`src/rtl/core/lpr_pkg.sv`:
```
// Shared types, constants and helper functions for the IPv4 longest-prefix route table.
`timescale 1ns / 1ps

package lpr_pkg;

    localparam int TABLE_SIZE = 64;
    localparam int IDX_W      = (TABLE_SIZE > 1) ? $clog2(TABLE_SIZE) : 1;
    localparam int CNT_W      = $clog2(TABLE_SIZE + 1);

    localparam logic [1:0] CMD_INSERT = 2'd0;
    localparam logic [1:0] CMD_DELETE = 2'd1;
    localparam logic [1:0] CMD_QUERY  = 2'd2;

    localparam logic [5:0] MAX_LEN = 6'd32;

    typedef enum logic [3:0] {
        ST_IDLE   = 4'b0001,
        ST_SCAN   = 4'b0010,
        ST_LAST   = 4'b0100,
        ST_COMMIT = 4'b1000
    } state_t;

    typedef struct packed {
        logic [31:0] prefix;
        logic [5:0]  length;
        logic [7:0]  port;
        logic [31:0] hop;
    } entry_t;

    typedef struct packed {
        logic exact;
        logic route;
    } lpr_hit_t;

    function automatic logic [31:0] swap_bytes(input logic [31:0] v);
        swap_bytes = {v[7:0], v[15:8], v[23:16], v[31:24]};
    endfunction

    function automatic logic [5:0] sat_len(input logic [5:0] len);
        sat_len = (len > MAX_LEN) ? MAX_LEN : len;
    endfunction

    // len must already be saturated to 32
    function automatic logic [31:0] len_mask(input logic [5:0] len);
        logic [5:0] sh;
        sh = MAX_LEN - len;
        if (len == 6'd0)
        begin
            len_mask = 32'd0;
        end
        else
        begin
            len_mask = 32'hFFFF_FFFF << sh;
        end
    endfunction

endpackage

```
`src/rtl/core/lpr_match_unit.sv`:
```
// Shared compare unit: exact prefix/length match and route cover test for one slot.
`timescale 1ns / 1ps

module lpr_match_unit
    import lpr_pkg::*;
(
    input  logic [31:0] entry_prefix,
    input  logic [5:0]  entry_len,
    input  logic [31:0] key_addr,
    input  logic [31:0] key_prefix,
    input  logic [5:0]  key_len,
    output lpr_hit_t    hit
);

    logic [5:0] len_sat;

    assign len_sat   = sat_len(entry_len);
    assign hit.exact = (entry_prefix == key_prefix) && (entry_len == key_len);
    assign hit.route = (key_addr & len_mask(len_sat)) == entry_prefix;

endmodule

```
`config.mk`:
```
export PLATFORM = sky130hd
export DESIGN_NAME = lpr_match_unit
export DESIGN_NICKNAME = d
export VERILOG_FILES = /design/src/rtl/core/lpr_pkg.sv /design/src/rtl/core/lpr_match_unit.sv
export SDC_FILE = /design/constraint.sdc
export NUM_CORES = 1
export LEC_CHECK = 0
export ABC_CLOCK_PERIOD_IN_PS = 3700
export BUFFER_PORTS_ARGS = -buffer_cell sky130_fd_sc_hd__buf_2
export CELL_PAD_IN_SITES_DETAIL_PLACEMENT = 1
export CELL_PAD_IN_SITES_GLOBAL_PLACEMENT = 1
export CORE_MARGIN = 1
export CORE_UTILIZATION = 31
export DETAILED_ROUTE_END_ITERATION = 8
export GPL_TIMING_DRIVEN = 1
export PLACE_DENSITY = 0.87
export SYNTH_ARGS = -nofsm -noshare
export SYNTH_HDL_FRONTEND = slang
export SYNTH_SLANG_ARGS = --single-unit
```
`constraint.sdc`:
```
create_clock -name vclk -period 3.7
set_input_delay 0.555 -clock vclk [all_inputs]
set_output_delay 0.555 -clock vclk [all_outputs]
set_load 0.02 [all_outputs]
```
# Word-level counts from Yosys, hierarchy flattened
# Cells that the tools add are included.
# Widths: inputs -> output; s select.
dict set report classes {
  add_sub_neg 1
  magnitude_cmp 1
  n_eq_ne 3
  shift 1
  mux 2
  bitwise_logic 1
  n_reduce_logical 2
}
# cell n
set ops {}
lappend ops {{$eq 32x32->1} 2}
lappend ops {{$and 32x32->32} 1}
lappend ops {{$mux 32} 1}
lappend ops {{$shl 32x6->32 const A} 1}
lappend ops {{$eq 6x6->1} 1}
lappend ops {{$gt 6x6->1 const B} 1}
lappend ops {{$logic_not 6->1} 1}
lappend ops {{$mux 6} 1}
lappend ops {{$sub 6x6->6 const A} 1}
lappend ops {{$logic_and 1x1->1} 1}
dict set report totals {
  regBits 0
  inputBits 108
  out_inout_bits 2
  word_cells 11
}

# Depth between registers and ports, before layout
# Gate-level depths: netlist of run 1.
dict set report logic_depth {
  ltp_word 7
  ltp_mapped 12
  mapped_depth_nobuf 10
}

# Worst setup path after synthesis of run 1
# Ideal clock, no wire load.
dict set report synth_path {
  path_type {input to output}
  from {input entry_len[5]}
  to {output hit[0] in the netlist's numbering}
  t_arrival_ns 3.152
  t_required_ns 3.145
  slack_ns -0.007
  path_stages 11
  n_path_buf 2
  cell_sequence {clkbuf_1 nand2b_1 ha_1 buf_2 xor2_1 a2111oi_2 nand3b_1 xnor2_1 a2111oi_2 nand4_1 nor4b_2}
}
# element line_no
set synth_lines {}
lappend synth_lines {{start: declaration} lpr_match_unit.sv:8} ;# input logic [5:0] entry_len,
lappend synth_lines {{end: declaration} lpr_match_unit.sv:12} ;# output lpr_hit_t hit

==> impl_metrics.env, run 1 <==
export IMPL_drt_iter0_drc=198
export IMPL_worstHoldEndpoint="hit[1]"
export IMPL_crit_type="in -> out"
export IMPL_drtAntennaViolNets=0
export IMPL_grt_busiest_layer="met2"
export IMPL_hold_path_depth=5
export IMPL_synth_cell_types=70
export IMPL_dieWidth_um=78.7
export IMPL_vias=2864
export IMPL_cap_violations=0
export IMPL_synth_cells=260
export IMPL_routed_via_density=5.92
export IMPL_use_met3=0.0314
export IMPL_crit_arrival_ps=3080
export IMPL_clock_buffers=0
export IMPL_grt_usage=0.301
export IMPL_dp_hpwl_um=7980
export IMPL_dr_pass1_iters=5
export IMPL_yosysWarnings=0
export IMPL_routed_wl_um=10000
export IMPL_fill_cells=758
export IMPL_setup_viol_count_final=0
export IMPL_hold_buffers=0
export IMPL_power_density_nw_per_um2=144
export IMPL_timing_hold_ws_ps=1530
export IMPL_start_util=0.327
export IMPL_place_area_um2=2730
export IMPL_nFlopsAndLatches=0
export IMPL_synth_area_um2=1820
export IMPL_area_growth_pct=64.9
export IMPL_grt_overflow=0
export IMPL_drive_gt1_frac=0.488
export IMPL_avgSynthCellArea_um2=7.01
export IMPL_crit_chain="buf_2 > nor2b_4 > inv_2 > ha_4 > or3b_1 > nor2_1 > or4_1 > a2111oi_2 > nand4_1 > nor4b_4 > buf_4"
export IMPL_drv_slew=0
export IMPL_design_area_um2=3000
export IMPL_critPathTopFamily="simple AND/OR/NAND/NOR gates"
export IMPL_syn_num_nets=371
export IMPL_hold_path_class="in -> out"
export IMPL_hold_violations=0
export IMPL_grt_start_max_net_pins=17
export IMPL_period_share=0.982
export IMPL_leakage_nw=1.34
export IMPL_crit_slowest_cell="or4_1"
export IMPL_crit_buf_inv=3
export IMPL_tightest_slew_ps=553
export IMPL_core_um2=5570
export IMPL_slew_headroom=0.628
export IMPL_cp_data_required_time_ps=3140
export IMPL_fp_dieH_um=78.7
export IMPL_endpoint_kind="output pin"
export IMPL_worstPathMaxFanout=6
export IMPL_grt_util_met2=0.557
export IMPL_grt_pass1_wl_um=14600
export IMPL_wl_per_cell_um=20.7
export IMPL_rows=27
export IMPL_finalCriticalPeriod_ps=3630
export IMPL_gr_usage_met1=0.358
export IMPL_seq_area_frac_synth=0
export IMPL_ir_worst_vdd_v=0.0000929
export IMPL_outcome="finished, final reports clean"
export IMPL_hold_path_startpoint="key_prefix[4]"
export IMPL_grt_pass1_vias=2998
export IMPL_globalplace_congestion=1.06
export IMPL_final_nets=525
export IMPL_diodes=0
export IMPL_regArea_um2=0
export IMPL_num_io_pins=110
export IMPL_antenna_found_initial=0
export IMPL_cp_start_kind="input pin"
export IMPL_design_die_area_um2=6190
export IMPL_fmax_mhz=275
export IMPL_cpPeakStageDelay_ps=600
export IMPL_io_buffers=110
export IMPL_drc_errors=0
-- power by group --
part | internal [W] | switching (W)
combinational | 0.000202 | 0.000231
clock | 0 | 0
sequential | 0 | 0
-- what timing repair did --
action | CTS | global route
setup endpoints to repair | 1 | 1
buffers inserted | 0 | 12
hold endpoints to repair | 0 | 0
resized for setup | 9 | 29
pin swaps | 1 | 10
-- worst min-delay path, stage by stage --
cell     delay (ps)
buf_2            90
xnor2_1          50
nand3_1          80
nor3_1           50
buf_2           150
-- cell usage after synthesis, types with 6 or more instances --
library cell	number	share of area
nand2_1	11	0.023
nor2_1	15	0.031
a22oi_1	7	0.029
o21ai_1	10	0.027
nor3_1	11	0.030
inv_1	9	0.019
o21ai_0	17	0.047
xnor2_1	8	0.038
nor4_1	12	0.041
nand3_1	8	0.022
nand4_1	7	0.024
buf_2	6	0.016
xor2_1	39	0.19
-- cells by family after synthesis --
family / synth area share
fa+ha+maj: 0.0206
mux: 0.0117
xor+xnor: 0.226
buf+inv: 0.0556
simple gates: 0.321
compound gates: 0.365
-- placed cells by master, fill, tap and decap left out, types with 9 or more instances in the layout --
cell,netlist,final
buf_2,6,110
buf_4,2,50
nand2_1,11,11
nor2_1,15,14
nor3_1,11,9
nor4_1,12,11
o21ai_0,17,14
o21ai_1,10,11
xor2_1,39,38
-- final cells by class --
class                      instances  area, µm²  share of cell area
timing repair buffer             164        988               0.329
tap                               72       90.1              0.0300
multi-input combinational        239       1890               0.630
inverter                           9       33.8              0.0112
-- how the worst max path moves through the flow --
stage	from	endpoint	slack, ps	depth (start not counted)
2_1_floorplan	entry_len[5]	hit[0]	60	11
3_3_place_gp	entry_len[0]	hit[0]	-220	13
3_5_place_dp	entry_len[5]	hit[0]	-290	13
4_1_cts	entry_len[5]	hit[0]	3	12
5_1_grt	entry_len[5]	hit[0]	-4	14
6_report	entry_len[5]	hit[0]	70	11
-- per-stage QoR --
| step | power (W) | instances | utilization | setup slack (ps) | TNS (ps) |
|---|---|---|---|---|---|
| final | 0.000433 | 484 | 0.539 | 67.6 | 0 |
| after global routing | 0.000460 | 484 | 0.539 | -3.72 | -3.72 |
| after CTS | 0.000381 | 472 | 0.497 | 2.82 | 0 |
| after detailed placement | 0.000372 | 472 | 0.490 | -287 | -287 |
| after global placement | 0.000364 | 472 | 0.490 | -220 | -220 |
| after floorplan | 0.000182 | 260 | - | 59.8 | 0 |
-- layer usage --
layer / share of wire / vias up / wire, µm
li1: - / 1318 / -
met1: 0.40 / 1362 / 3980
met2: 0.50 / 154 / 4980
met3: 0.070 / 30 / 697
met4: 0.036 / 0 / 358
met5: 0 / - / 0
Note: power is estimated with default switching activity, not from simulation.
==> inputs of run 2 (changes only) <==
--- a/config.mk
+++ b/config.mk
@@ -12,7 +12,8 @@
 export CORE_MARGIN = 1
 export CORE_UTILIZATION = 31
 export DETAILED_ROUTE_END_ITERATION = 8
-export GPL_TIMING_DRIVEN = 1
+export GPL_ROUTABILITY_DRIVEN = 0
+export GPL_TIMING_DRIVEN = 0
 export PLACE_DENSITY = 0.87
 export SYNTH_ARGS = -nofsm -noshare
 export SYNTH_HDL_FRONTEND = slang
==> run 2 against run 1 <==
  * Total power fell by 11%
  * Count of clock-buffer cells in the layout did not move
  * Global-route usage fell by 0.51 points
  * Largest power group unchanged
  * Largest cell class unchanged
  * The flow now finishes with violations (negative setup slack)
  * Non-clock buffer count fell by 33
  * Critical path depth rose by 4
  * Cell area fell by 7.9%
  * Wire length fell by 8.3%
  * Sequential share of layout area did not move
  * Utilization fell by 4.3 points
  * Final cell count fell by 6.8%
==> impl_metrics.env, run 2 (synthesized netlist as in run 1, its figures left out) <==
export IMPL_outcome="finished with violations"
export IMPL_violations="negative setup slack"
export IMPL_drive_gt1_frac=0.435
export IMPL_routed_wl_um=9180
export IMPL_slew_headroom=0.628
export IMPL_drv_slew=0
export IMPL_crit_buf_inv=7
export IMPL_p_total_w=0.000386
export IMPL_timing_hold_ws_ps=1550
export IMPL_drc_errors=0
export IMPL_endpoint_kind="output pin"
export IMPL_area_growth_pct=51.9
export IMPL_vias=2771
export IMPL_worst_slack_ps=-56.3
export IMPL_dp_cells=442
export IMPL_wl_per_cell_um=20.3
export IMPL_period_share=1.02
export IMPL_tightest_slew_ps=552
export IMPL_fmax_mhz=266
export IMPL_grt_util_met2=0.546
export IMPL_rsz0062_at_grt="true"
export IMPL_drt_iter0_drc=332
export IMPL_crit_chain="buf_12 > buf_8 > nor2b_4 > inv_2 > ha_4 > buf_12 > buf_8 > buf_4 > a32oi_4 > o22a_1 > a21oi_1 > a2111oi_2 > nand4_1 > nor4b_4 > buf_4"
export IMPL_num_io_pins=110
export IMPL_routed_via_density=6.14
export IMPL_ir_worst_vdd_v=0.0000632
export IMPL_final_nets=492
export IMPL_grt_busiest_layer="met2"
export IMPL_dieWidth_um=78.7
export IMPL_grt_pass1_wl_um=14400
export IMPL_regArea_um2=0
export IMPL_design_die_area_um2=6190
export IMPL_antenna_found_initial=0
export IMPL_crit_type="in -> out"
export IMPL_power_density_nw_per_um2=139
export IMPL_stdcell_count=451
export IMPL_rows=27
export IMPL_critPathTopFamily="compound AO/OA/AOI/OAI gates"
export IMPL_leakage_nw=1.19
export IMPL_crit_slowest_cell="a2111oi_2"
export IMPL_layout_commonest_cell="buf_2"
export IMPL_start_util=0.327
export IMPL_setup_viol_count_final=1
export IMPL_cp_start_kind="input pin"
export IMPL_cpPeakStageDelay_ps=390
export IMPL_mostFrequentLayoutCells="111 x buf_2, 37 x xor2_1, 15 x nor2_1, 15 x o21ai_0, 14 x buf_4"
export IMPL_grt_overflow=0
export IMPL_finalCriticalPeriod_ps=3760
export IMPL_worstPathMaxFanout=6
export IMPL_hold_violations=0
export IMPL_nFlopsAndLatches=0
export IMPL_drtAntennaViolNets=0
export IMPL_clock_buffers=0
export IMPL_cap_violations=0
export IMPL_grt_start_max_net_pins=11
export IMPL_gr_usage_met1=0.341
export IMPL_core_um2=5570
export IMPL_io_buffers=110
export IMPL_dp_hpwl_um=6870
export IMPL_hold_path_class="in -> out"
export IMPL_grt_pass1_vias=2969
export IMPL_fp_dieH_um=78.7
export IMPL_cp_data_required_time_ps=3140
export IMPL_crit_arrival_ps=3200
export IMPL_dr_pass1_iters=5
export IMPL_hold_buffers=0
export IMPL_use_met3=0.0465
export IMPL_diodes=0
export IMPL_grt_usage=0.296
run 2: worst paths after layout:
kind | from | cells after the start | to
hold / removal | key_prefix[4] | 5 | hit[1]
setup / recovery | entry_len[5] | 15 | hit[0]
run 2: report_power, final:
part / internal, W / switching, W / leakage [nW] / total, W
Clock: 0 / 0 / 0 / 0
Combinational: 0.000169 / 0.000217 / 1.19 / 0.000386
Sequential: 0 / 0 / 0 / 0
Total: 0.000169 / 0.000217 / 1.19 / 0.000386
run 2: area by class of cell:
class | count | area [µm²]
plain buffers | 11 | 96.3
inverters | 9 | 33.8
multi-input cells | 239 | 1890
fillers | 744 | 2810
repair buffers | 120 | 653
well taps | 72 | 90.1
run 2: per-stage QoR:
step,util,TNS (ps),instance area [µm²],setup slack [ps]
final,0.496,-56.3,2770,-56.3
after CTS,0.492,-8.69,2740,-8.69
after global placement,0.443,-846,2470,-846
after global routing,0.496,-167,2770,-167
after detailed placement,0.443,-802,2470,-802
after floorplan,-,0,1830,59.8
run 2: what timing repair did:
item                                    4_1_cts  5_1_grt
endpoints found under the setup margin        1        1
gates resized for setup                      45        6
pin swaps                                     9        6
setup buffers                                 9        1
gates cloned                                  0        0
run 2: routing by layer:
| metal | up-vias | part of all wire |
|---|---|---|
| met5 | - | 0 |
| met4 | 0 | 0.022 |
| met3 | 26 | 0.090 |
| met2 | 159 | 0.50 |
| met1 | 1335 | 0.38 |
| li1 | 1251 | - |
==> inputs of run 3 (changes only) <==
--- a/config.mk
+++ b/config.mk
@@ -10,11 +10,11 @@
 export CELL_PAD_IN_SITES_DETAIL_PLACEMENT = 1
 export CELL_PAD_IN_SITES_GLOBAL_PLACEMENT = 1
 export CORE_MARGIN = 1
-export CORE_UTILIZATION = 31
+export CORE_UTILIZATION = 30
 export DETAILED_ROUTE_END_ITERATION = 8
 export GPL_ROUTABILITY_DRIVEN = 0
 export GPL_TIMING_DRIVEN = 0
-export PLACE_DENSITY = 0.87
+export PLACE_DENSITY = 0.84
 export SYNTH_ARGS = -nofsm -noshare
 export SYNTH_HDL_FRONTEND = slang
 export SYNTH_SLANG_ARGS = --single-unit
==> constraint.sdc (replaced) <==
create_clock -name vclk -period 3.7
set_input_delay 1.11 -clock vclk [all_inputs]
set_output_delay 1.11 -clock vclk [all_outputs]
set_load 0.02 [all_outputs]
==> run 3 against run 2 <==
  * The run still ends with negative setup slack left
  * Total power is 11% higher
  * Non-clock buffer count rose by 6
  * Final cell count is 2.2% higher
  * Utilization increased by 0.48 points
  * Global-route usage decreased by 1.5 points
  * Cell area grew 6.6%
  * Via count up 3.6%
  * Wire length rose by 9.4%
  * Die area up 3.2%
  * Critical path type unchanged
  * Largest cell class unchanged
==> impl_metrics.env, run 3 (synthesized netlist as in run 1, its figures left out) <==
export IMPL_fmax_mhz=205
export IMPL_drt_iter0_drc=307
export IMPL_endpoint_kind="output pin"
export IMPL_drive_gt1_frac=0.474
export IMPL_power_frac_seq=0
export IMPL_final_nets=499
export IMPL_grt_start_max_net_pins=11
export IMPL_cp_depth=13
export IMPL_crit_chain="clkbuf_4 > nor2b_4 > inv_2 > ha_4 > bufbuf_16 > a32oi_4 > buf_4 > nor3_2 > a211oi_1 > a2111oi_2 > nand4_1 > nor4b_4 > buf_4"
export IMPL_drv_slew=0
export IMPL_leakage_nw=1.25
export IMPL_crit_arrival_ps=3760
export IMPL_timing_hold_ws_ps=2640
export IMPL_core_um2=5890
export IMPL_critPathTopFamily="simple AND/OR/NAND/NOR gates"
export IMPL_regArea_um2=0
export IMPL_wl_per_cell_um=21.8
export IMPL_fill_cells=785
export IMPL_crit_path_end="hit[0]"
export IMPL_num_io_pins=110
export IMPL_setup_viol_count_final=1
export IMPL_crit_buf_inv=5
export IMPL_grt_overflow=0
export IMPL_worstPathMaxFanout=7
export IMPL_hold_path_class="in -> out"
export IMPL_io_buffers=110
export IMPL_dr_pass1_iters=4
export IMPL_cap_violations=0
export IMPL_violations="negative setup slack"
export IMPL_layout_commonest_cell="buf_2"
export IMPL_rsz0062_at_grt="true"
export IMPL_tightest_slew_ps=619
export IMPL_power_switching_w=0.000233
export IMPL_clockPowerShare=0
export IMPL_mostFrequentLayoutCells="111 x buf_2, 37 x xor2_1, 16 x buf_4"
export IMPL_clock_buffers=0
export IMPL_dp_hpwl_um=7120
export IMPL_crit_start="entry_len[0]"
export IMPL_vias=2870
export IMPL_routed_wl_um=10000
export IMPL_cp_data_required_time_ps=2590
export IMPL_worst_slack_ps=-1170
export IMPL_crit_slowest_cell="a2111oi_2"
export IMPL_period_share=1.32
export IMPL_cp_start_kind="input pin"
export IMPL_grt_pass1_vias=2865
export IMPL_nFlopsAndLatches=0
export IMPL_crit_type="in -> out"
export IMPL_design_die_area_um2=6390
export IMPL_drtAntennaViolNets=0
export IMPL_grt_usage=0.282
export IMPL_outcome="finished with violations"
export IMPL_hold_violations=0
export IMPL_routed_via_density=6.23
export IMPL_dieWidth_um=79.9
export IMPL_drc_errors=0
export IMPL_swShare=0.543
export IMPL_p_comb_frac=1.000
export IMPL_hold_buffers=0
export IMPL_slew_headroom=0.586
export IMPL_fp_dieH_um=79.9
export IMPL_cp_common_cell="buf_4"
export IMPL_grt_pass1_wl_um=14000
export IMPL_ir_worst_vdd_v=0.0000762
export IMPL_antenna_found_initial=0
export IMPL_p_int_w=0.000196
export IMPL_start_util=0.310
export IMPL_pre_cts_slack_ps=-1390
export IMPL_power_density_nw_per_um2=146
export IMPL_finalCriticalPeriod_ps=4870
export IMPL_diodes=0
export IMPL_cpPeakStageDelay_ps=380
export IMPL_rows=28
export IMPL_area_growth_pct=61.9
-- run 3: cell count changes in the layout (fill, tap and decap cells not counted), moves of 2 or more --
cell and change:
nor4_2 +2, nor3_1 -2, nor4_1 -2, buf_4 +2, nor3_2 +3, nor2_1 -2, nor2_2 +2
-- run 3: per-layer routing --
metal  vias up  wire length [µm]  global-route usage  share of wire
li1       1274                 -                   -              -
met1      1392              3800               0.343           0.38
met2       164              5040               0.509           0.50
met3        40               753              0.0251          0.075
met4         0               439               0.100          0.044
met5         -                 0                   0              0
-- run 3: metrics by stage --
step / TNS, ps / utilization / std cells / instance area, µm² / total power, W
4_1_cts: -1090 / 0.467 / 453 / 2750 / 0.000377
2_1_floorplan: -707 / - / 260 / 1920 / 0.000195
3_5_place_dp: -1450 / 0.436 / 445 / 2570 / 0.000336
5_1_grt: -1240 / 0.501 / 461 / 2950 / 0.000454
3_3_place_gp: -1350 / 0.436 / 445 / 2570 / 0.000329
6_report: -1170 / 0.501 / 461 / 2950 / 0.000429
-- run 3: area by class of cell --
cell class,instances,area (µm²),area share
buffer,11,119,0.0403
inverter,9,33.8,0.0115
multi-input combinational,240,1970,0.669
tap,75,93.8,0.0318
timing repair buffer,126,728,0.247
-- run 3: worst min-delay path by stage --
| stage | startpoint | endpoint | cells past startpoint |
|---|---|---|---|
| after detailed placement | key_prefix[5] | hit[1] | 5 |
| after CTS | key_prefix[4] | hit[1] | 5 |
| after floorplan | key_prefix[4] | hit[1] | 3 |
| after global placement | key_prefix[4] | hit[1] | 5 |
| final | key_prefix[5] | hit[1] | 5 |
| after global routing | key_prefix[4] | hit[1] | 5 |
-- run 3: timing repair --
| action | in CTS | in global routing |
|---|---|---|
| resized for setup | 20 | 23 |
| setup buffers | 8 | 7 |
| hold endpoints to repair | 0 | 0 |
| cloned | 1 | 1 |
| pin swaps | 9 | 12 |
| endpoints found under the setup margin | 2 | 2 |
-- run 3: tightest hold or removal path, cell delays in order --
cell and delay [ps]:
buf_2 90, xnor2_1 60, nand3_1 80, nor3_1 50, buf_2 150
-- run 3: power groups by stage --
stage                     Clock, W  Combinational, W  Sequential (W)
after floorplan                  0          0.000195               0
after global placement           0          0.000329               0
after detailed placement         0          0.000336               0
after CTS                        0          0.000377               0
after global routing             0          0.000454               0
final                            0          0.000429               0
